File: src/hw/rtl/wtle_pkg.sv
// Shared types, register codes and helpers for the waveform thick-line extruder.
`default_nettype none
package wtle_pkg;

  // Register indexes on the configuration port
  localparam logic [2:0] REG_LEFT_X     = 3'd0;
  localparam logic [2:0] REG_X_STEP     = 3'd1;
  localparam logic [2:0] REG_CENTER_Y   = 3'd2;
  localparam logic [2:0] REG_AMPLITUDE  = 3'd3;
  localparam logic [2:0] REG_HALF_WIDTH = 3'd4;
  localparam logic [2:0] REG_T_STEP     = 3'd5;

  // Point index storage width (covers indexes up to 65535)
  localparam int IDX_W = 16;

  // Configuration register set
  typedef struct packed {
    logic signed [31:0] left_x;
    logic [30:0]        x_step;
    logic signed [31:0] center_y;
    logic [30:0]        amplitude;
    logic [23:0]        half_width;
    logic [16:0]        t_step;
  } cfg_t;

  // One point to extrude: its index, its sample, the chord ends and flags
  typedef struct packed {
    logic [IDX_W-1:0]   idx;
    logic signed [15:0] sp;
    logic signed [15:0] sa;
    logic signed [15:0] sb;
    logic               dbl;
    logic               endf;
  } job_t;

  // Clamp a wide signed coordinate to 32 bits
  function automatic logic [31:0] sat32(input logic signed [47:0] v);
    logic [31:0] r;
    if (v > 48'sd2147483647) begin
      r = 32'h7fff_ffff;
    end else if (v < -48'sd2147483648) begin
      r = 32'h8000_0000;
    end else begin
      r = v[31:0];
    end
    return r;
  endfunction

endpackage
`default_nettype wire

File: src/hw/rtl/wtle_queue.sv
// Four-entry point queue between the sample front and the geometry back end.
`default_nettype none
module wtle_queue
  import wtle_pkg::*;
(
  input  wire logic clk,
  input  wire logic rst,
  input  wire logic push0,
  input  wire logic push1,
  input  wire job_t job0,
  input  wire job_t job1,
  output logic      room2,
  input  wire logic pop,
  output logic      empty,
  output job_t      head
);

  job_t       mem [4];
  logic [1:0] wr_ptr;
  logic [1:0] rd_ptr;
  logic [2:0] count;

  assign room2 = (count <= 3'd2);
  assign empty = (count == 3'd0);
  assign head  = mem[rd_ptr];

  // Store up to two points per cycle
  always_ff @(posedge clk) begin
    if (push0) begin
      mem[wr_ptr] <= job0;
    end
    if (push1) begin
      mem[wr_ptr + 2'd1] <= job1;
    end
  end

  // Advance pointers and fill count
  always_ff @(posedge clk) begin
    if (rst) begin
      wr_ptr <= '0;
      rd_ptr <= '0;
      count  <= '0;
    end else begin
      wr_ptr <= wr_ptr + {1'b0, push0} + {1'b0, push1};
      rd_ptr <= rd_ptr + {1'b0, pop};
      count  <= count + {2'b0, push0} + {2'b0, push1} - {2'b0, pop};
    end
  end

endmodule
`default_nettype wire

File: config.mk
export PLATFORM = sky130hd
export DESIGN_NAME = wtle_queue
export DESIGN_NICKNAME = d
export VERILOG_FILES = /design/src/hw/rtl/wtle_pkg.sv /design/src/hw/rtl/wtle_queue.sv
export SDC_FILE = /design/constraint.sdc
export NUM_CORES = 1
export LEC_CHECK = 0
export BUFFER_PORTS_ARGS = -buffer_cell sky130_fd_sc_hd__buf_2
export CORE_UTILIZATION = 31
export DETAILED_ROUTE_END_ITERATION = 7
export PLACE_DENSITY = 0.53
export SETUP_SLACK_MARGIN = 0.1
export SLEW_MARGIN = 5
export SYNTH_ARGS = -nofsm -noshare
export SYNTH_HDL_FRONTEND = slang
export SYNTH_SLANG_ARGS = --single-unit
File: constraint.sdc
create_clock -name clk -period 15.37 [get_ports clk]
set_input_delay 1.537 -clock clk [delete_from_list [all_inputs] [get_ports clk]]
set_output_delay 1.537 -clock clk [all_outputs]
set_load 0.01 [all_outputs]
==> flow_metrics.py, run 1 <==
metrics = {
    "clock_tree": {
        "clkSinkCount": 271,
        "cts_hold_buf": 0,
        "cts-htree-levels": 1,
        "cts_tree": "done",
        "clk_pin_slew_worst_paths_ps": 60,
        "clockRootBuffer": "clkbuf_16",
        "cts_resized": 0,
        "postCtsSetupBuffers": 0,
        "cts_made_buffers": 31,
        "insertion_delay_ps": 560,
        "clk_path_buf_depth": 3,
    },
    "logic_synthesis": {
        "synth_area_um2": 13090,
        "synth_flop_cell": "edfxtp_1",
        "synth_top_family_by_area": "multiplexers",
        "synth-seq-area-share_pct": 61.61,
        "async_reset_ff_share_pct": 0,
        "yosys.cell_types.count": 26,
        "yosys-top-cells-count": "edfxtp_1, mux2_2, mux4_2",
        "netlist_top_cells_area": "edfxtp_1, mux2_2, mux4_2, mux2_1, dfxtp_1",
        "synth_top_area_share_pct": 60.54,
        "ys_ff_latch": 271,
        "yosysTopAreaCell": "edfxtp_1",
        "syn_area_per_cell_um2": 19.28,
        "ys.warnings.count": 0,
        "yosys.area_share.simple_pct": 0.7931,
        "synth_edf_count": 264,
        "synth_most_common_cell": "edfxtp_1",
        "synth_compound_area_share_pct": 0.1338,
        "synthAdderAreaFrac_pct": 0.7453,
        "syn_nets": 822,
        "synth-xor-area-share_pct": 0.2007,
        "synth_cells": 679,
        "muxShareOfSynthArea_pct": 34.13,
    },
    "power_and_ir_drop": {
        "peakVddDrop_mv": 0.05933,
        "power_frac_comb_pct": 18.4,
        "intPower_w": 0.001464,
        "p_leak_nw": 5.425,
        "power.switching_w": 0.0005127,
        "p_total_w": 0.001977,
        "clockPowerShare_pct": 33.1,
        "p_seq_share_pct": 48.6,
        "swShare_pct": 25.94,
        "power_density_nw_per_um2": 127.2,
    },
    "sta": {
        "clock_skew_ps": 14.03,
        "final.setup.tns_ps": 0,
        "clock.fmax_mhz": 221.2,
        "slew_violations": 0,
        "max_slew_margin_pct": 38.19,
        "finalHoldViolations": 0,
        "fin_crit_sh_pct": 29.41,
        "setup_viol": 0,
        "worst_pin_slew_ps": 927.1,
        "period_minus_slack_ps": 4520,
        "rsz0062_at_grt": "false",
    },
    "setup_path": {
        "cp.required_ps": 13830,
        "crit_type": "flop to primary output",
        "endpoint_kind": "primary output",
        "cp_max_fo": 35,
        "critPathLaunchType": "flop",
        "arrival_ps": 2980,
    },
    "final_layout": {
        "area_delta_synth_final_pct": 18.68,
        "drive_gt1_share_pct": 61.67,
        "final_core_util_pct": 37.72,
        "nNetsFinal": 1030,
    },
    "status": {
        "status": "finished clean",
    },
    "die": {
        "die-area_um2": 43060,
        "die_x_um": 207.5,
        "io_pins": 205,
        "die_h_um": 207.5,
        "fp.coreArea_um2": 41200,
        "initial_core_util_pct": 31.78,
        "rows": 74,
    },
    "routing": {
        "vias_per_cell": 4.888,
        "vias": 7048,
        "wire_per_inst_um": 22.27,
        "wl_um": 32120,
        "dr.pass1.iters": 4,
        "ant_nets": 0,
        "drc": 0,
        "drt_iter0_drc": 370,
    },
    "global_routing": {
        "grt_pass1_vias": 7698,
        "grt_usage_pct": 14.94,
        "grt_overflow": 0,
        "grt_start_max_net_pins": 53,
        "antenna_found_initial": 3,
        "grt_first_pass_wirelength_um": 48520,
    },
    "placed_design": {
        "port_buffers": 204,
        "dp_hpwl_um": 19080,
        "gp_congestion": 0.6904,
    },
    "min_path": {
        "hold_path_class": "flop to flop",
    },
    "job": {
        "maxCapViolCount": 0,
    },
}
logic make-up after synthesis:
| logic type | Yosys count |
|---|---|
| simple gates | 16 |
| xor+xnor | 3 |
| fa+ha+maj | 6 |
| flops | 271 |
| buf+inv | 49 |
| compound gates | 3 |
| mux | 331 |
placed cells by master, fill, tap and decap left out, types with 2 or more instances in the layout:
master,Yosys,final
nor2_4,0,2
inv_1,6,6
dfxtp_1,7,5
dfxtp_4,0,2
clkinv_2,0,4
fa_1,3,3
clkbuf_16,0,31
ha_1,3,3
o21ai_4,0,2
clkinv_1,0,12
xnor2_1,2,2
buf_2,18,204
buf_4,14,14
mux2_1,33,33
diode_2,0,2
edfxtp_1,264,264
mux4_2,66,66
mux2_2,231,231
clkbuf_1,1,6
nor2_1,6,4
nor2b_1,4,4
metrics by stage:
stage	instance area [um2]	hold slack, ps	instances	setup WS (ps)
2_1_floorplan	13090	574.6	679	8549
3_5_place_dp	14660	660.2	1386	11280
5_1_grt	15540	720.9	1441	10560
3_3_place_gp	14660	638.4	1386	11310
4_1_cts	15530	674.9	1440	10690
6_report	15540	664.0	1442	10850
metal layers:
| metal | vias to the layer above | part of all wire (%) | wire length [um] | GRT usage (%) |
|---|---|---|---|---|
| li1 | 3211 | - | - | - |
| met1 | 3624 | 44 | 14210 | 19.49 |
| met2 | 169 | 49 | 15740 | 25.24 |
| met3 | 42 | 5.1 | 1642 | 3.464 |
| met4 | 2 | 1.6 | 510 | 3.217 |
| met5 | - | 0.040 | 13 | 0 |
critical path: stages, from the launching register on:
cell	delay, ps
dfxtp_4	840
buf_4	780
mux4_2	620
buf_2	160
power by group through the flow:
stage               sequential, W  combinational [W]  clock (W)
floorplan                0.000968           0.000244          0
global placement         0.000977           0.000369          0
detailed placement       0.000978           0.000372          0
CTS                      0.000963           0.000374   0.000676
global route             0.000970           0.000395   0.000702
finish                   0.000960           0.000363   0.000654
state kept, by name, indices dropped and copies added (netlist names):
signal,flops
rd_ptr,2
mem,264
wr_ptr,2
count,3
layout make-up:
class / instances / area (um2)
clock buffer: 37 / 798.3
fill: 3874 / 25660
multi-input combinational: 359 / 4771
sequential: 271 / 8075
tap: 532 / 665.6
antenna: 2 / 5.005
clock inverter: 17 / 76.32
timing repair buffer: 218 / 1126
inverter: 6 / 22.52
path summary, 6_finish.rpt:
| check | start | endpoint | slack [ps] | cells after the start |
|---|---|---|---|---|
| min reg2reg | count[2] | count[2] | 660 | 4 |
| max | rd_ptr[0] | head[13] | 10850 | 3 |
| min | count[2] | count[2] | 660 | 4 |
| max reg2reg | wr_ptr[1] | mem[0][30] | 12410 | 3 |
(Power assumes the default switching activity.)
==> inputs of run 2 (changes only) <==
clock period = 4.7 ns   (was 15.37 ns; I/O delays follow)
==> run 2 against run 1 <==
  * Clock power grew to 3.4 times the previous value
  * Critical path type unchanged
  * Register-to-register slack lost 10000 ps
  * Hold slack lost 480 ps
  * Largest power group unchanged
  * First-iteration DRC count shrank 16%
  * Cell area grew 0.60%
  * Combinational power grew to 3.3 times the previous value
  * Setup slack lost 9200 ps
  * Sequential share of layout area shrank 0.31 points
==> flow_metrics.py, run 2 (synthesis gave the netlist of run 1 again) <==
metrics = {
    "clock_tree": {
        "cts_resized": 0,
        "cts_hold_buf": 0,
        "insertion_delay_ps": 570,
        "clk_path_buf_depth": 3,
        "postCtsSetupBuffers": 0,
        "cts-htree-levels": 1,
        "clk_pin_slew_worst_paths_ps": 60,
        "clkSinkCount": 271,
        "cts_made_buffers": 31,
        "clockRootBuffer": "clkbuf_16",
        "cts_tree": "done",
    },
    "power_and_ir_drop": {
        "p_leak_nw": 5.463,
        "p_total_w": 0.006562,
        "peakVddDrop_mv": 0.2464,
        "power_density_nw_per_um2": 419.7,
    },
    "final_layout": {
        "drive_gt1_share_pct": 61.95,
        "largest-register": "mem",
        "final_common_cell": "edfxtp_1",
        "area_delta_synth_final_pct": 19.40,
        "nNetsFinal": 1033,
        "finalNonFillerCells": 1448,
        "final_cell_mix": "edfxtp_1, mux2_2, buf_2, mux4_2, mux2_1",
        "largest_register_ffs": 264,
        "post-route-cell-area_um2": 15630,
        "largestRegisters": "mem (264), count (3)",
    },
    "routing": {
        "vias": 7109,
        "wire_per_inst_um": 22.41,
        "ant_nets": 0,
        "wl_um": 32450,
        "vias_per_cell": 4.910,
        "drt_iter0_drc": 309,
        "drc": 0,
        "dr.pass1.iters": 4,
    },
    "global_routing": {
        "grt_first_pass_wirelength_um": 49830,
        "grt_overflow": 0,
        "antenna_found_initial": 9,
        "grt_usage_pct": 15.25,
        "grt_start_max_net_pins": 59,
        "grt_pass1_vias": 7823,
    },
    "sta": {
        "setup_viol": 0,
        "fin_crit_sh_pct": 64.30,
        "rsz0062_at_grt": "false",
        "max_slew_margin_pct": 28.59,
        "finalHoldViolations": 0,
        "slew_violations": 0,
        "worst_pin_slew_ps": 1071,
        "clock_skew_ps": 13.85,
        "fin_ws_ps": 1678,
        "clock.fmax_mhz": 330.9,
        "period_minus_slack_ps": 3022,
    },
    "die": {
        "io_pins": 205,
        "rows": 74,
        "die_x_um": 207.5,
        "initial_core_util_pct": 31.78,
        "die_h_um": 207.5,
        "die-area_um2": 43060,
        "fp.coreArea_um2": 41200,
    },
    "placed_design": {
        "place_inst": 1389,
        "place_area_um2": 14720,
        "port_buffers": 204,
        "dp_slack_ps": 2115,
        "dp_hpwl_um": 18940,
        "gp_congestion": 0.6901,
    },
    "setup_path": {
        "critPathLaunchType": "flop",
        "cp.required_ps": 4230,
        "crit_type": "flop to primary output",
        "rrSetupSlack_ps": 2250,
        "cp_max_fo": 37,
        "endpoint_kind": "primary output",
        "reg2regPathDepth": 4,
        "arrival_ps": 2550,
    },
    "job": {
        "maxCapViolCount": 0,
    },
    "min_path": {
        "hold_path_class": "input port to flop",
        "min_path_cells": 2,
    },
    "status": {
        "status": "finished clean",
    },
}
run 2: cell types whose count changed in the layout (fill, tap and decap cells not counted):
cell	change
buf_12	+3
clkinv_1	-3
clkbuf_1	+2
diode_2	+2
bufinv_16	+1
clkinv_2	+1
clkinv_4	+1
inv_8	-1
run 2: area by class of cell:
| class | count | area (um2) |
|---|---|---|
| well taps | 532 | 665.6 |
| repair buffers | 221 | 1186 |
| fillers | 3818 | 25570 |
| inverters | 6 | 22.52 |
| clock buffers | 39 | 805.8 |
| clock inverters | 16 | 97.59 |
| multi-input cells | 359 | 4771 |
| diodes | 4 | 10.01 |
| flip-flops and latches | 271 | 8075 |
run 2: metal layers:
layer | global-route usage (%) | part of all wire (%)
met1 | 19.97 | 43
met4 | 3.577 | 1.6
met5 | 0 | 0.18
met3 | 3.873 | 6.2
met2 | 25.29 | 49
run 2: final timing paths:
kind | startpoint | endpoint
max reg2reg | wr_ptr[1] | mem[0][40]
min | rst | rd_ptr[1]
max | rd_ptr[0] | head[60]
min reg2reg | count[2] | count[2]
run 2: per-stage QoR:
| step | hold slack, ps | TNS (ps) | utilization, % |
|---|---|---|---|
| after floorplan | 541.6 | -142700 | - |
| after global placement | 636.6 | 0 | 35.73 |
| after global routing | 163.9 | 0 | 37.93 |
| after detailed placement | 673.1 | 0 | 35.73 |
| final | 179.4 | 0 | 37.94 |
| after CTS | 134.5 | 0 | 37.92 |
run 2: report_power, final:
group	switching, W	internal (W)
Sequential	0.000113	0.00303
Clock	0.000966	0.00125
Combinational	0.000625	0.000576
run 2: critical path, stage by stage, from the launching register on:
cell and delay, ps:
dfxtp_4 800, buf_12 410, mux4_2 590, buf_2 160
==> inputs of run 3 (changes only) <==
clock period = 3.13 ns   (was 4.7 ns; I/O delays follow)
==> run 3 against run 2 <==
  * Routed wire length up 0.42%
  * Total power increased by 50%
  * Via count grew 0.46%
  * Clock skew up 3.7 ps
  * Combinational power is 57% higher
  * Sequential share of layout area decreased by 0.23 points
  * Cell count stayed put
  * Highest routed layer unchanged
==> flow_metrics.py, run 3 (synthesis gave the netlist of run 1 again) <==
metrics = {
    "power_and_ir_drop": {
        "power_frac_comb_pct": 19.1,
        "swShare_pct": 25.63,
        "p_seq_share_pct": 47.5,
        "peakVddDrop_mv": 0.3939,
        "clockPowerShare_pct": 33.4,
        "p_leak_nw": 5.490,
        "power_density_nw_per_um2": 627.2,
        "power.switching_w": 0.002525,
        "intPower_w": 0.007326,
    },
    "final_layout": {
        "largestRegisters": "mem (264), count (3)",
        "fillers": 3835,
        "multiInputGateArea_um2": 4771,
        "largest-register": "mem",
        "final_common_cell": "edfxtp_1",
        "nNetsFinal": 1036,
        "drive_gt1_share_pct": 61.71,
        "largest_register_ffs": 264,
        "final_cell_mix": "edfxtp_1, mux2_2, buf_2, mux4_2, mux2_1",
        "area_delta_synth_final_pct": 19.94,
        "regArea_um2": 8075,
        "post-route-cell-area_um2": 15710,
    },
    "sta": {
        "rsz0062_at_grt": "false",
        "final.setup.tns_ps": 0,
        "worst_pin_slew_ps": 802.4,
        "clock_skew_ps": 17.56,
        "fin_crit_sh_pct": 82.62,
        "setup_viol": 0,
        "max_slew_margin_pct": 46.31,
        "period_minus_slack_ps": 2586,
        "finalHoldViolations": 0,
        "slew_violations": 0,
        "clock.fmax_mhz": 386.7,
    },
    "routing": {
        "drt_iter0_drc": 380,
        "wire_per_inst_um": 22.50,
        "ant_nets": 0,
        "wl_um": 32590,
        "vias": 7142,
        "vias_per_cell": 4.932,
        "drc": 0,
        "dr.pass1.iters": 4,
    },
    "die": {
        "die-area_um2": 43060,
        "fp.coreArea_um2": 41200,
        "die_x_um": 207.5,
        "rows": 74,
        "initial_core_util_pct": 31.78,
        "die_h_um": 207.5,
        "io_pins": 205,
    },
    "global_routing": {
        "grt_pass1_vias": 7775,
        "antenna_found_initial": 9,
        "grt_start_max_net_pins": 58,
        "grt_first_pass_wirelength_um": 49890,
        "grt_overflow": 0,
        "grt_usage_pct": 15.41,
    },
    "setup_path": {
        "cpPeakStageDelay_ps": 610,
        "cp_top_family": "flip-flops",
        "crit_type": "flop to primary output",
        "critPathLaunchType": "flop",
        "reg2regPathDepth": 3,
        "cp.required_ps": 2820,
        "cp_max_fo": 27,
        "reg2reg_to": "mem[2][16]",
        "setup.worst_path.end": "head[7]",
        "endpoint_kind": "primary output",
        "critical_path_depth": 3,
        "rrSetupSlack_ps": 910,
        "cp-startpoint": "rd_ptr[0]",
        "arrival_ps": 2270,
        "crit_chain": "buf_12 -> mux4_2 -> buf_2",
        "crit_slowest_cell": "dfxtp_4",
        "cp_num_buf_inv": 2,
        "r2r_start": "wr_ptr[1]",
    },
    "clock_tree": {
        "clockRootBuffer": "clkbuf_16",
        "cts-htree-levels": 1,
        "postCtsSetupBuffers": 0,
        "clk_path_buf_depth": 3,
        "cts_tree": "done",
        "cts_made_buffers": 31,
        "insertion_delay_ps": 570,
        "clkSinkCount": 271,
        "clk_pin_slew_worst_paths_ps": 60,
    },
    "placed_design": {
        "place_area_um2": 14800,
        "gp_congestion": 0.6963,
        "port_buffers": 204,
        "dp_hpwl_um": 19230,
    },
    "job": {
        "maxCapViolCount": 0,
    },
    "min_path": {
        "hold_path_class": "input port to flop",
    },
    "status": {
        "status": "finished clean",
    },
}
==> run 3: cell count changes in the layout (fill, tap and decap cells not counted) <==
cell and delta:
buf_12 +5, buf_4 -3, clkbuf_1 +6, clkinv_1 -4, clkinv_2 -2, clkinv_4 -1, diode_2 -2, dlygate4sd3_1 +1
==> run 3: layout make-up <==
type | instances | share of cell area, %
timing repair buffer | 224 | 8.110
antenna | 2 | 0.03187
tap | 532 | 4.238
multi-input combinational | 359 | 30.38
sequential | 271 | 51.42
inverter | 6 | 0.1434
clock inverter | 9 | 0.4063
clock buffer | 45 | 5.274
==> run 3: how the worst min path moves through the flow <==
| stage | startpoint | end | slack, ps | depth (start not counted) |
|---|---|---|---|---|
| 2_1_floorplan | rst | count[0] | 380 | 1 |
| 4_1_cts | job1[57] | mem[2][57] | 50 | 2 |
| 6_report | job1[64] | mem[2][64] | 80 | 2 |
| 3_3_place_gp | rst | rd_ptr[1] | 590 | 2 |
| 5_1_grt | job1[39] | mem[0][39] | 50 | 2 |
| 3_5_place_dp | rst | rd_ptr[1] | 580 | 2 |
==> run 3: repair_timing <==
action	in CTS	in global routing
endpoints found under the setup margin	0	0
resized for setup	0	0
hold endpoints to repair	4	0
hold buffers	1	0
==> run 3: per-stage QoR <==
step | total power (W) | hold slack [ps] | utilization [%] | std cells | setup slack, ps
floorplan | 0.005927 | 384.6 | - | 679 | -873.7
global placement | 0.006665 | 590.1 | 35.92 | 1391 | 919.1
detailed placement | 0.006688 | 583.7 | 35.92 | 1391 | 886.9
CTS | 0.01003 | 48.16 | 38.11 | 1446 | 462.3
global route | 0.01032 | 54.10 | 38.11 | 1446 | 391.6
finish | 0.009851 | 80.55 | 38.12 | 1448 | 544.1
==> run 3: metal layers <==
metal / share of wire [%] / vias up / track usage [%] / wire length, um
met5: 0.27 / - / 0 / 87
met3: 5.3 / 54 / 3.767 / 1712
met2: 47 / 165 / 24.53 / 15230
met4: 1.6 / 14 / 3.551 / 523
li1: - / 3212 / - / -
met1: 46 / 3697 / 21.19 / 15030
==> run 3: power groups by stage <==
stage               Combinational [W]  Clock, W  Sequential, W
floorplan                     0.00120         0        0.00473
global placement              0.00191         0        0.00475
detailed placement            0.00193         0        0.00476
CTS                           0.00193   0.00340        0.00469
global route                  0.00205   0.00355        0.00473
finish                        0.00188   0.00329        0.00468
