<file path="src/hw/rtl/wtle_pkg.sv">
// Shared types, register codes and helpers for the waveform thick-line extruder.
`default_nettype none
package wtle_pkg;

  // Register indexes on the configuration port
  localparam logic [2:0] REG_LEFT_X     = 3'd0;
  localparam logic [2:0] REG_X_STEP     = 3'd1;
  localparam logic [2:0] REG_CENTER_Y   = 3'd2;
  localparam logic [2:0] REG_AMPLITUDE  = 3'd3;
  localparam logic [2:0] REG_HALF_WIDTH = 3'd4;
  localparam logic [2:0] REG_T_STEP     = 3'd5;

  // Point index storage width (covers indexes up to 65535)
  localparam int IDX_W = 16;

  // Configuration register set
  typedef struct packed {
    logic signed [31:0] left_x;
    logic [30:0]        x_step;
    logic signed [31:0] center_y;
    logic [30:0]        amplitude;
    logic [23:0]        half_width;
    logic [16:0]        t_step;
  } cfg_t;

  // One point to extrude: its index, its sample, the chord ends and flags
  typedef struct packed {
    logic [IDX_W-1:0]   idx;
    logic signed [15:0] sp;
    logic signed [15:0] sa;
    logic signed [15:0] sb;
    logic               dbl;
    logic               endf;
  } job_t;

  // Clamp a wide signed coordinate to 32 bits
  function automatic logic [31:0] sat32(input logic signed [47:0] v);
    logic [31:0] r;
    if (v > 48'sd2147483647) begin
      r = 32'h7fff_ffff;
    end else if (v < -48'sd2147483648) begin
      r = 32'h8000_0000;
    end else begin
      r = v[31:0];
    end
    return r;
  endfunction

endpackage
`default_nettype wire

</file>
<file path="src/hw/rtl/wtle_front.sv">
// Sample window: accepts samples and turns them into point requests.
`default_nettype none
module wtle_front
  import wtle_pkg::*;
#(
  parameter int MAX_SAMPLES = 4096
) (
  input  wire logic               clk,
  input  wire logic               rst,
  input  wire logic               in_valid,
  output logic                    in_ready,
  input  wire logic signed [15:0] in_sample,
  input  wire logic               in_last,
  input  wire logic               room2,
  output logic                    push0,
  output logic                    push1,
  output job_t                    job0,
  output job_t                    job1
);

  localparam logic [IDX_W:0] IDX_LIMIT = (IDX_W+1)'(MAX_SAMPLES);

  logic signed [15:0] older_sample;
  logic signed [15:0] newer_sample;
  logic [1:0]         held_count;
  logic [IDX_W-1:0]   point_index;
  logic [IDX_W:0]     idx_inc;
  logic [IDX_W-1:0]   idx_next;
  logic               take;

  assign in_ready = room2;
  assign take     = in_valid & room2;
  assign idx_inc  = {1'b0, point_index} + 1'b1;
  assign idx_next = (idx_inc < IDX_LIMIT) ? idx_inc[IDX_W-1:0] : IDX_W'(MAX_SAMPLES - 1);

  // Build the point requests for this sample
  always_comb begin
    job0.idx  = point_index;
    job0.sp   = newer_sample;
    job0.sa   = in_sample;
    job0.sb   = (held_count == 2'd2) ? older_sample : newer_sample;
    job0.dbl  = (held_count == 2'd2);
    job0.endf = 1'b0;
    job1.idx  = idx_next;
    job1.sp   = in_sample;
    job1.sa   = in_sample;
    job1.sb   = newer_sample;
    job1.dbl  = 1'b0;
    job1.endf = 1'b1;
    push0     = take & (held_count != 2'd0);
    push1     = push0 & in_last;
  end

  // Slide the window
  always_ff @(posedge clk) begin
    if (rst) begin
      older_sample <= '0;
      newer_sample <= '0;
      held_count   <= '0;
      point_index  <= '0;
    end else if (take) begin
      if (held_count == 2'd0) begin
        newer_sample <= in_sample;
        point_index  <= '0;
        held_count   <= in_last ? 2'd0 : 2'd1;
      end else if (in_last) begin
        older_sample <= '0;
        newer_sample <= '0;
        held_count   <= 2'd0;
        point_index  <= '0;
      end else begin
        older_sample <= newer_sample;
        newer_sample <= in_sample;
        held_count   <= 2'd2;
        point_index  <= idx_next;
      end
    end
  end

endmodule
`default_nettype wire

</file>
<file path="config.mk">
export PLATFORM = sky130hd
export DESIGN_NAME = wtle_front
export DESIGN_NICKNAME = d
export VERILOG_FILES = /design/src/hw/rtl/wtle_pkg.sv /design/src/hw/rtl/wtle_front.sv
export SDC_FILE = /design/constraint.sdc
export NUM_CORES = 1
export LEC_CHECK = 0
export ABC_AREA = 1
export BUFFER_PORTS_ARGS = -buffer_cell sky130_fd_sc_hd__buf_4
export CELL_PAD_IN_SITES_DETAIL_PLACEMENT = 0
export CELL_PAD_IN_SITES_GLOBAL_PLACEMENT = 2
export CORE_MARGIN = 5
export CORE_UTILIZATION = 25
export CTS_CLUSTER_DIAMETER = 40
export DETAILED_ROUTE_END_ITERATION = 10
export PLACE_DENSITY = 0.92
export SYNTH_ARGS = -nofsm -noshare
export SYNTH_HDL_FRONTEND = slang
export SYNTH_SLANG_ARGS = --single-unit
</file>
<file path="constraint.sdc">
create_clock -name clk -period 2.6 [get_ports clk]
set_clock_uncertainty 0.2 [all_clocks]
set_input_delay 0.13 -clock clk [delete_from_list [all_inputs] [get_ports clk]]
set_output_delay 0.13 -clock clk [all_outputs]
set_load 0.02 [all_outputs]
</file>
==> flow_metrics.py, run 1 <==
metrics = {
    "route": {
        "vias_per_cell": 4.57,
        "drt-pass1-iter-count": 4,
        "drc_errors": 0,
        "ant_nets": 0,
        "vias": 2963,
        "routedWlPerCell_um": 15.1,
        "routed_wl_um": 9820,
        "drtIter0Drc": 170,
    },
    "setup_path": {
        "start_kind": "flop",
        "startpoint": "point_index[2]",
        "slowest_stage": "dfxtp_1",
        "crit_arrival_ps": 2100,
        "ff2ff_path_depth": 10,
        "critical-path-max-stage-delay_ps": 530,
        "critPathKind": "reg2out",
        "r2r_slack_ps": 530,
        "crit_family": "simple AND/OR/NAND/NOR gates",
        "crit_cells": 9,
        "crit_chain": "nand2_2 > nor2_4 > nand2_2 > o21ai_1 > nand2_1 > nor2_4 > buf_4 > nand4_2 > buf_4",
        "endpoint": "job1[53]",
        "r2r-end": "point_index[1]",
        "end_kind": "output pin",
        "cp_max_fo": 9,
        "crit_buf_inv": 2,
        "required_ps": 2270,
        "reg2reg_from": "point_index[0]",
    },
    "grt": {
        "grt_util_met2_pct": 24.3,
        "use_met1_pct": 15.7,
        "grt_max_degree": 31,
        "grt_pass1_vias": 2989,
        "grt_pass1_wl_um": 15600,
        "grt.overflow.total": 0,
        "grt.total_usage_pct": 13.4,
        "top_usage_layer": "met2",
        "grt.met3_usage_pct": 3.72,
        "antenna_found_initial": 0,
    },
    "cells_and_area": {
        "num-fill-cells": 1266,
        "fin_util_pct": 34.3,
        "final_area_um2": 4060,
        "mostFrequentLayoutCells": "155 x buf_4, 85 x nand2_1, 50 x dfxtp_1",
        "fin_nets": 523,
        "drive_above_1_share_pct": 37.1,
        "final_common_cell": "buf_4",
        "area_growth_pct": 35.5,
        "multi_input_area_um2": 1250,
        "seqCellArea_um2": 1000,
        "num_antenna_cells": 0,
    },
    "sta": {
        "holdWs_ps": 57.0,
        "fin_crit_sh_pct": 93.4,
        "final-max-slew-violation-count": 0,
        "fmax_mhz": 412,
        "timing.final.hold_violations": 0,
        "slew_headroom_pct": 46.9,
        "tns_ps": 0,
        "rsz0062_at_grt": "no",
        "period_minus_slack_ps": 2430,
        "worst_pin_slew_ps": 796,
        "setup_violations": 0,
        "fin_ws_ps": 172,
    },
    "clock_tree": {
        "ctsHtreeMaxLevel": 2,
        "cts-root-buf": "clkbuf_16",
        "clk_latency_ps": 290,
        "cts_num_sinks": 50,
        "clk_pin_slew_ps": 70,
        "cts_buffers": 5,
        "cts_tree": "yes",
        "cts_buffer_depth": 2,
    },
    "placed_design": {
        "io_buffers": 148,
        "dp_hpwl_um": 7170,
        "placed_area_um2": 3730,
        "dp_slack_ps": 307,
        "gp_congestion": 0.868,
    },
    "power": {
        "comb_power_share_pct": 22.6,
        "powerDensity_nw_per_um2": 475,
        "p_int_uw": 1330,
        "p_seq_share_pct": 41.9,
        "swShare_pct": 30.9,
        "p_sw_uw": 597,
        "leakagePower_uw": 0.00173,
        "clkPwrFrac_pct": 35.5,
        "vdd_ir_drop_max_mv": 0.300,
    },
    "floorplan": {
        "fp.dieArea_um2": 14300,
        "start_util_pct": 25.3,
        "die_h_um": 120,
        "ioPinCount": 156,
        "coreArea_um2": 11900,
        "row_count": 40,
        "fp.dieW_um": 120,
    },
    "logic_synthesis": {
        "yosysWarnings": 0,
        "synth_cell_type_count": 30,
        "synth_cells": 407,
        "ys_seq_area_share_pct": 33.4,
        "ys_seq_elements": 50,
        "synth.avg_cell_area_um2": 7.37,
        "syn-cell-area_um2": 3000,
    },
    "worst_hold_path": {
        "holdPathStages": 3,
        "hp-class": "in2reg",
    },
    "job": {
        "max-cap-violations": 0,
    },
    "run_status": {
        "status": "completed",
    },
}
## routing by layer
layer / share of wire (%) / wire length [um]
met3: 8.4 / 825
met1: 41 / 4010
met5: 0 / 0
met2: 50 / 4940
met4: 0.46 / 45
## timing repair
item / CTS / global route
resized for setup: 1 / 3
hold buffers: 17 / 0
buffers inserted: 0 / 0
cloned: 0 / 0
setup endpoints to repair: 3 / 12
hold endpoints to repair: 34 / 0
## final cells by class
type                    count  area share, %
clock buffers               5           3.08
clock inverters             3          0.647
inverters                  37           3.48
multi-input cells         235           30.8
flip-flops and latches     50           24.6
well taps                 147           4.53
repair buffers            172           32.8
## cell usage after synthesis
library cell	n	area [um^2]
dfxtp_1	50	1000
buf_1	1	3.75
conb_1	2	7.51
nand4_4	1	21.3
a21oi_1	30	150
nor2_2	3	18.8
inv_1	33	124
o21ai_1	1	5.00
buf_6	3	33.8
xor2_1	3	26.3
nand3_2	1	10.0
buf_4	72	541
a211oi_1	1	7.51
nor2_1	16	60.1
inv_2	2	7.51
nand3_1	7	35.0
nor2_4	2	22.5
nand4_1	6	37.5
ha_1	1	12.5
nor3_2	1	10.0
nand2_2	3	18.8
nor3_1	5	25.0
nand4_2	9	113
clkinv_1	2	7.51
nand2_1	85	319
buf_2	3	15.0
o21ai_0	17	85.1
clkbuf_1	11	41.3
o22ai_1	30	188
xnor2_1	6	52.6
## power by group through the flow
stage,Sequential (uW),Clock [uW],Combinational (uW)
floorplan,845,0,273
CTS,809,717,440
finish,809,686,436
global route,813,747,465
detailed placement,827,0,419
global placement,826,0,418
## how the worst min path moves through the flow
stage | startpoint | endpoint | slack, ps
6_report | in_sample[9] | newer_sample[9] | 60
3_5_place_dp | in_last | held_count[0] | 250
2_1_floorplan | in_last | held_count[0] | 110
3_3_place_gp | in_last | held_count[0] | 240
4_1_cts | in_sample[9] | newer_sample[9] | 60
5_1_grt | in_sample[9] | newer_sample[9] | 60
## flip-flops by register name, indices dropped and copies added, names as in the netlist
| signal | count |
|---|---|
| newer_sample | 16 |
| older_sample | 16 |
| point_index | 16 |
| held_count | 2 |
## logic make-up after synthesis
kind of cell	after synthesis	share of synthesized area (%)
AND/OR/NAND/NOR	139	23.0
buffers and inverters	127	25.8
AO/OA/AOI/OAI	79	14.5
flip-flops	50	33.4
XOR/XNOR	9	2.63
other	2	0.250
adder cells (fa/ha/maj)	1	0.417
## worst min-delay path, delay by kind of cell
family,cells,cell delay (ps)
AOI/OAI and AO/OA,2,230
buffers and inverters,1,130
## metrics by stage
| stage | power (uW) | instances |
|---|---|---|
| 3_5_place_dp | 1250 | 624 |
| 5_1_grt | 2030 | 649 |
| 3_3_place_gp | 1240 | 624 |
| 4_1_cts | 1970 | 649 |
| 2_1_floorplan | 1120 | 412 |
| 6_report | 1930 | 649 |
(Power assumes the default switching activity.)
==> run 2, diff against run 1 <==
- CORE_UTILIZATION: 25 -> 26
- CTS_BUF_LIST: default -> sky130_fd_sc_hd__clkbuf_4
- PLACE_DENSITY: 0.92 -> 0.95
==> run 2 against run 1 <==
Compared with the run above:
- via count fell by 1.5%
- hold slack better by 85 ps
- critical endpoint is now job1[57]
- sequential share of layout area grew 0.74 points
==> flow_metrics.py, run 2 (same netlist as run 1, synthesis figures left out) <==
metrics = {
    "grt": {
        "grt.overflow.total": 0,
        "grt.total_usage_pct": 13.7,
        "grt_pass1_wl_um": 15800,
        "antenna_found_initial": 0,
        "grt_pass1_vias": 2998,
        "grt_max_degree": 31,
    },
    "floorplan": {
        "fp.dieArea_um2": 13800,
        "die_h_um": 117,
        "row_count": 39,
        "start_util_pct": 26.4,
        "fp.dieW_um": 117,
        "ioPinCount": 156,
        "coreArea_um2": 11400,
    },
    "clock_tree": {
        "postCtsSetupBuffers": 0,
        "cts_num_sinks": 50,
        "clk_pin_slew_ps": 160,
        "cts_buffer_depth": 2,
        "ctsHtreeMaxLevel": 2,
        "cts-root-buf": "clkbuf_4",
        "clk_latency_ps": 380,
        "cts_buffers": 5,
        "cts_tree": "yes",
    },
    "sta": {
        "fmax_mhz": 418,
        "rsz0062_at_grt": "no",
        "timing.final.hold_violations": 0,
        "fin_crit_sh_pct": 92.1,
        "worst_pin_slew_ps": 598,
        "period_minus_slack_ps": 2390,
        "setup_violations": 0,
        "final-max-slew-violation-count": 0,
        "tns_ps": 0,
        "slew_headroom_pct": 60.1,
    },
    "power": {
        "comb_power_share_pct": 26.6,
        "vdd_ir_drop_max_mv": 0.241,
        "p_int_uw": 1080,
        "p_sw_uw": 556,
        "p_seq_share_pct": 49.5,
        "clkPwrFrac_pct": 23.8,
        "leakagePower_uw": 0.00171,
        "powerDensity_nw_per_um2": 408,
        "swShare_pct": 34.0,
    },
    "placed_design": {
        "io_buffers": 148,
        "gp_congestion": 0.838,
        "dp_hpwl_um": 7300,
    },
    "cells_and_area": {
        "drive_above_1_share_pct": 39.7,
        "fin_nets": 525,
        "area_growth_pct": 33.8,
        "num_antenna_cells": 0,
        "mostFrequentLayoutCells": "154 x buf_4, 85 x nand2_1, 38 x dfxtp_1",
        "fin_util_pct": 35.3,
        "biggestRegsByFlops": "newer_sample (16), older_sample (16), point_index (16)",
        "final_common_cell": "buf_4",
        "num-fill-cells": 1224,
    },
    "route": {
        "routedWlPerCell_um": 15.3,
        "drtIter0Drc": 140,
        "ant_nets": 0,
        "vias": 2919,
        "routed_wl_um": 9900,
        "drc_errors": 0,
        "drt-pass1-iter-count": 4,
        "vias_per_cell": 4.51,
    },
    "run_status": {
        "status": "completed",
    },
    "setup_path": {
        "r2r_slack_ps": 640,
        "required_ps": 2270,
        "crit_arrival_ps": 2060,
        "critPathKind": "reg2out",
        "end_kind": "output pin",
        "start_kind": "flop",
        "cp_max_fo": 7,
    },
    "job": {
        "max-cap-violations": 0,
    },
    "worst_hold_path": {
        "hp-class": "in2reg",
    },
}
==> run 2: routing by layer <==
| layer | vias up | track usage (%) | wire (um) |
|---|---|---|---|
| li1 | 1447 | - | - |
| met1 | 1359 | 15.7 | 3970 |
| met2 | 109 | 24.8 | 5060 |
| met3 | 4 | 4.52 | 806 |
| met4 | 0 | 2.68 | 57 |
| met5 | - | 0 | 0 |
==> run 2: worst max-delay path, cell delays in order (launching register included) <==
cell     delay (ps)
dfxtp_2         420
nand2_1         140
nor2_4          160
nand2_2          90
o21ai_1         140
nand2_1          90
nor2_4          190
buf_6           180
nand4_2         110
buf_4           190
==> run 2: worst paths after layout <==
path,to,depth (start not counted),startpoint
worst min-delay path,point_index[11],5,in_valid
worst max-delay path,job1[57],9,point_index[6]
worst max register to register,point_index[7],10,point_index[6]
worst min register to register,older_sample[9],2,older_sample[9]
==> run 2: final cells by class <==
type,count,area [um^2],share of cell area [%]
Timing Repair Buffer,173,1350,33.6
Multi-Input combinational cell,235,1250,31.2
Tap cell,143,179,4.46
Timing Repair inverter,1,7.51,0.187
Clock inverter,3,25.0,0.623
Sequential cell,50,1020,25.4
Inverter,37,148,3.68
Clock buffer,5,37.5,0.935
==> run 2: power by group through the flow <==
stage / registers (uW) / clock network, uW / logic [uW]
after global routing: 815 / 442 / 467
after CTS: 811 / 416 / 439
after global placement: 826 / 0 / 416
after detailed placement: 827 / 0 / 417
final: 810 / 390 / 436
after floorplan: 845 / 0 / 273
==> run 2: stage by stage <==
stage / cell area (um^2) / total power (uW) / setup slack, ps / hold WS [ps] / std cells
2_1_floorplan: 3020 / 1120 / 482 / 110 / 412
3_3_place_gp: 3730 / 1240 / 423 / 220 / 620
3_5_place_dp: 3730 / 1240 / 412 / 225 / 620
4_1_cts: 3970 / 1670 / 53.6 / 14.1 / 645
5_1_grt: 4010 / 1720 / 25.8 / 142 / 647
6_report: 4010 / 1640 / 206 / 142 / 647
==> run 2: what timing repair did <==
item	4_1_cts	5_1_grt
endpoints found under the hold margin	34	1
gates resized for setup	2	18
gates cloned	0	1
setup endpoints to repair	7	14
hold buffers	17	1
==> run 3, diff against run 2 <==
- CORE_MARGIN: 5 -> 1.5
==> run 3 against run 2 <==
Compared with the run above:
- maximum frequency is 1.1% lower
- hold slack lost 66 ps
- core utilization grew 0.63 points
- sequential power hardly changed
- sequential share of layout area down 0.43 points
- critical path type unchanged
- largest power group unchanged
==> flow_metrics.py, run 3 (same netlist as run 1, synthesis figures left out) <==
metrics = {
    "cells_and_area": {
        "fin_nets": 530,
        "multi_input_area_um2": 1260,
        "mostFrequentLayoutCells": "159 x buf_4, 85 x nand2_1, 41 x dfxtp_1",
        "fin_util_pct": 35.9,
        "num-fill-cells": 1232,
        "drive_above_1_share_pct": 39.9,
        "final_common_cell": "buf_4",
        "num_antenna_cells": 0,
        "final_area_um2": 4070,
        "seqCellArea_um2": 1010,
        "area_growth_pct": 35.6,
        "biggestRegsByFlops": "newer_sample (16), older_sample (16), point_index (16)",
    },
    "setup_path": {
        "crit_buf_inv": 3,
        "startpoint": "point_index[0]",
        "reg2reg_from": "point_index[0]",
        "cp_max_fo": 8,
        "critical-path-max-stage-delay_ps": 420,
        "ff2ff_path_depth": 11,
        "crit_family": "simple AND/OR/NAND/NOR gates",
        "crit_arrival_ps": 2090,
        "end_kind": "output pin",
        "slowest_stage": "dfxtp_4",
        "r2r-end": "point_index[0]",
        "r2r_slack_ps": 540,
        "start_kind": "flop",
        "critPathKind": "reg2out",
        "crit_chain": "ha_2 > nand3_2 > nor2_4 > nand3_1 > nand2_1 > nand2_1 > inv_4 > buf_12 > nand4_2 > buf_4",
        "required_ps": 2270,
        "cpMostUsedCell": "nand2_1",
    },
    "clock_tree": {
        "clk_latency_ps": 380,
        "cts_buffer_depth": 2,
        "cts_tree": "yes",
        "ctsHtreeMaxLevel": 2,
        "cts-root-buf": "clkbuf_4",
        "cts_num_sinks": 50,
        "cts_buffers": 5,
        "clk_pin_slew_ps": 170,
    },
    "grt": {
        "grt.total_usage_pct": 14.0,
        "grt_pass1_wl_um": 13800,
        "grt.overflow.total": 0,
        "grt_max_degree": 31,
        "antenna_found_initial": 0,
        "grt_pass1_vias": 2599,
    },
    "sta": {
        "tns_ps": 0,
        "setup_violations": 0,
        "worst_pin_slew_ps": 820,
        "fmax_mhz": 413,
        "period_minus_slack_ps": 2420,
        "timing.final.hold_violations": 0,
        "slew_headroom_pct": 45.3,
        "fin_crit_sh_pct": 93.1,
        "final-max-slew-violation-count": 0,
        "rsz0062_at_grt": "no",
        "holdWs_ps": 75.8,
    },
    "worst_hold_path": {
        "hp-class": "in2reg",
        "min_from": "in_valid",
        "worstHoldEndpoint": "point_index[0]",
        "holdPathStages": 5,
    },
    "placed_design": {
        "gp_congestion": 0.839,
        "dp_hpwl_um": 6460,
        "placed_area_um2": 3740,
        "io_buffers": 148,
    },
    "floorplan": {
        "fp.dieArea_um2": 12200,
        "coreArea_um2": 11300,
        "ioPinCount": 156,
        "die_h_um": 110,
        "row_count": 39,
        "start_util_pct": 26.5,
        "fp.dieW_um": 110,
    },
    "route": {
        "routedWlPerCell_um": 13.8,
        "drt-pass1-iter-count": 4,
        "vias": 2952,
        "vias_per_cell": 4.53,
        "ant_nets": 0,
        "drtIter0Drc": 143,
        "routed_wl_um": 9000,
        "drc_errors": 0,
    },
    "power": {
        "design_power_total_uw": 1650,
        "powerDensity_nw_per_um2": 405,
        "vdd_ir_drop_max_mv": 0.200,
        "leakagePower_uw": 0.00174,
    },
    "run_status": {
        "status": "completed",
    },
    "job": {
        "max-cap-violations": 0,
    },
}
## run 3: worst max path at each step
| stage | end | slack [ps] | cells past startpoint |
|---|---|---|---|
| after floorplan | point_index[2] | 480 | 11 |
| after global placement | job1[50] | 340 | 9 |
| after detailed placement | job1[50] | 250 | 9 |
| after CTS | job1[60] | 40 | 9 |
| after global routing | job1[59] | 5 | 10 |
| final | job1[60] | 180 | 10 |
## run 3: what timing repair did
item,4_1_cts,5_1_grt
hold buffers,19,0
pin swaps,1,0
endpoints found under the hold margin,35,0
resized for setup,3,15
endpoints found under the setup margin,12,11
buffers inserted,3,0
## run 3: per-stage QoR
| stage | std cells | setup slack (ps) |
|---|---|---|
| detailed placement | 622 | 255 |
| floorplan | 412 | 482 |
| global route | 652 | 4.53 |
| CTS | 652 | 37.5 |
| finish | 652 | 178 |
| global placement | 622 | 341 |
## run 3: worst reg2reg max path: stages, from the launching register on
cell and delay [ps]:
dfxtp_4 420, ha_2 210, nand3_2 140, nor2_4 150, nand3_1 90, nand2_1 70
nand2_1 90, inv_4 130, nand4_1 180, buf_4 190, nand2_1 50, a21oi_1 50
## run 3: area by class of cell
class                           instances  share of cell area (%)
Multi-Input combinational cell        235                    31.1
Clock inverter                          3                   0.646
Clock buffer                            5                   0.923
Inverter                               37                    3.51
Tap cell                              143                    4.40
Timing Repair Buffer                  179                    34.5
Sequential cell                        50                    24.9
## run 3: metal layers
metal	GRT usage, %	wire length (um)	share of wire [%]	up-vias
met2	25.3	4450	49	120
met1	16.7	3740	42	1369
li1	-	-	-	1457
met5	0	0	0	-
met4	2.99	85	0.94	0
met3	3.46	731	8.1	6
## run 3: power by group
part           switching, uW  leakage, uW  total, uW  internal (uW)
Combinational            250      0.00129        433            183
Clock                    289    0.0000362        404            115
Sequential              22.9     0.000411        810            787
Total                    562      0.00174       1650           1080
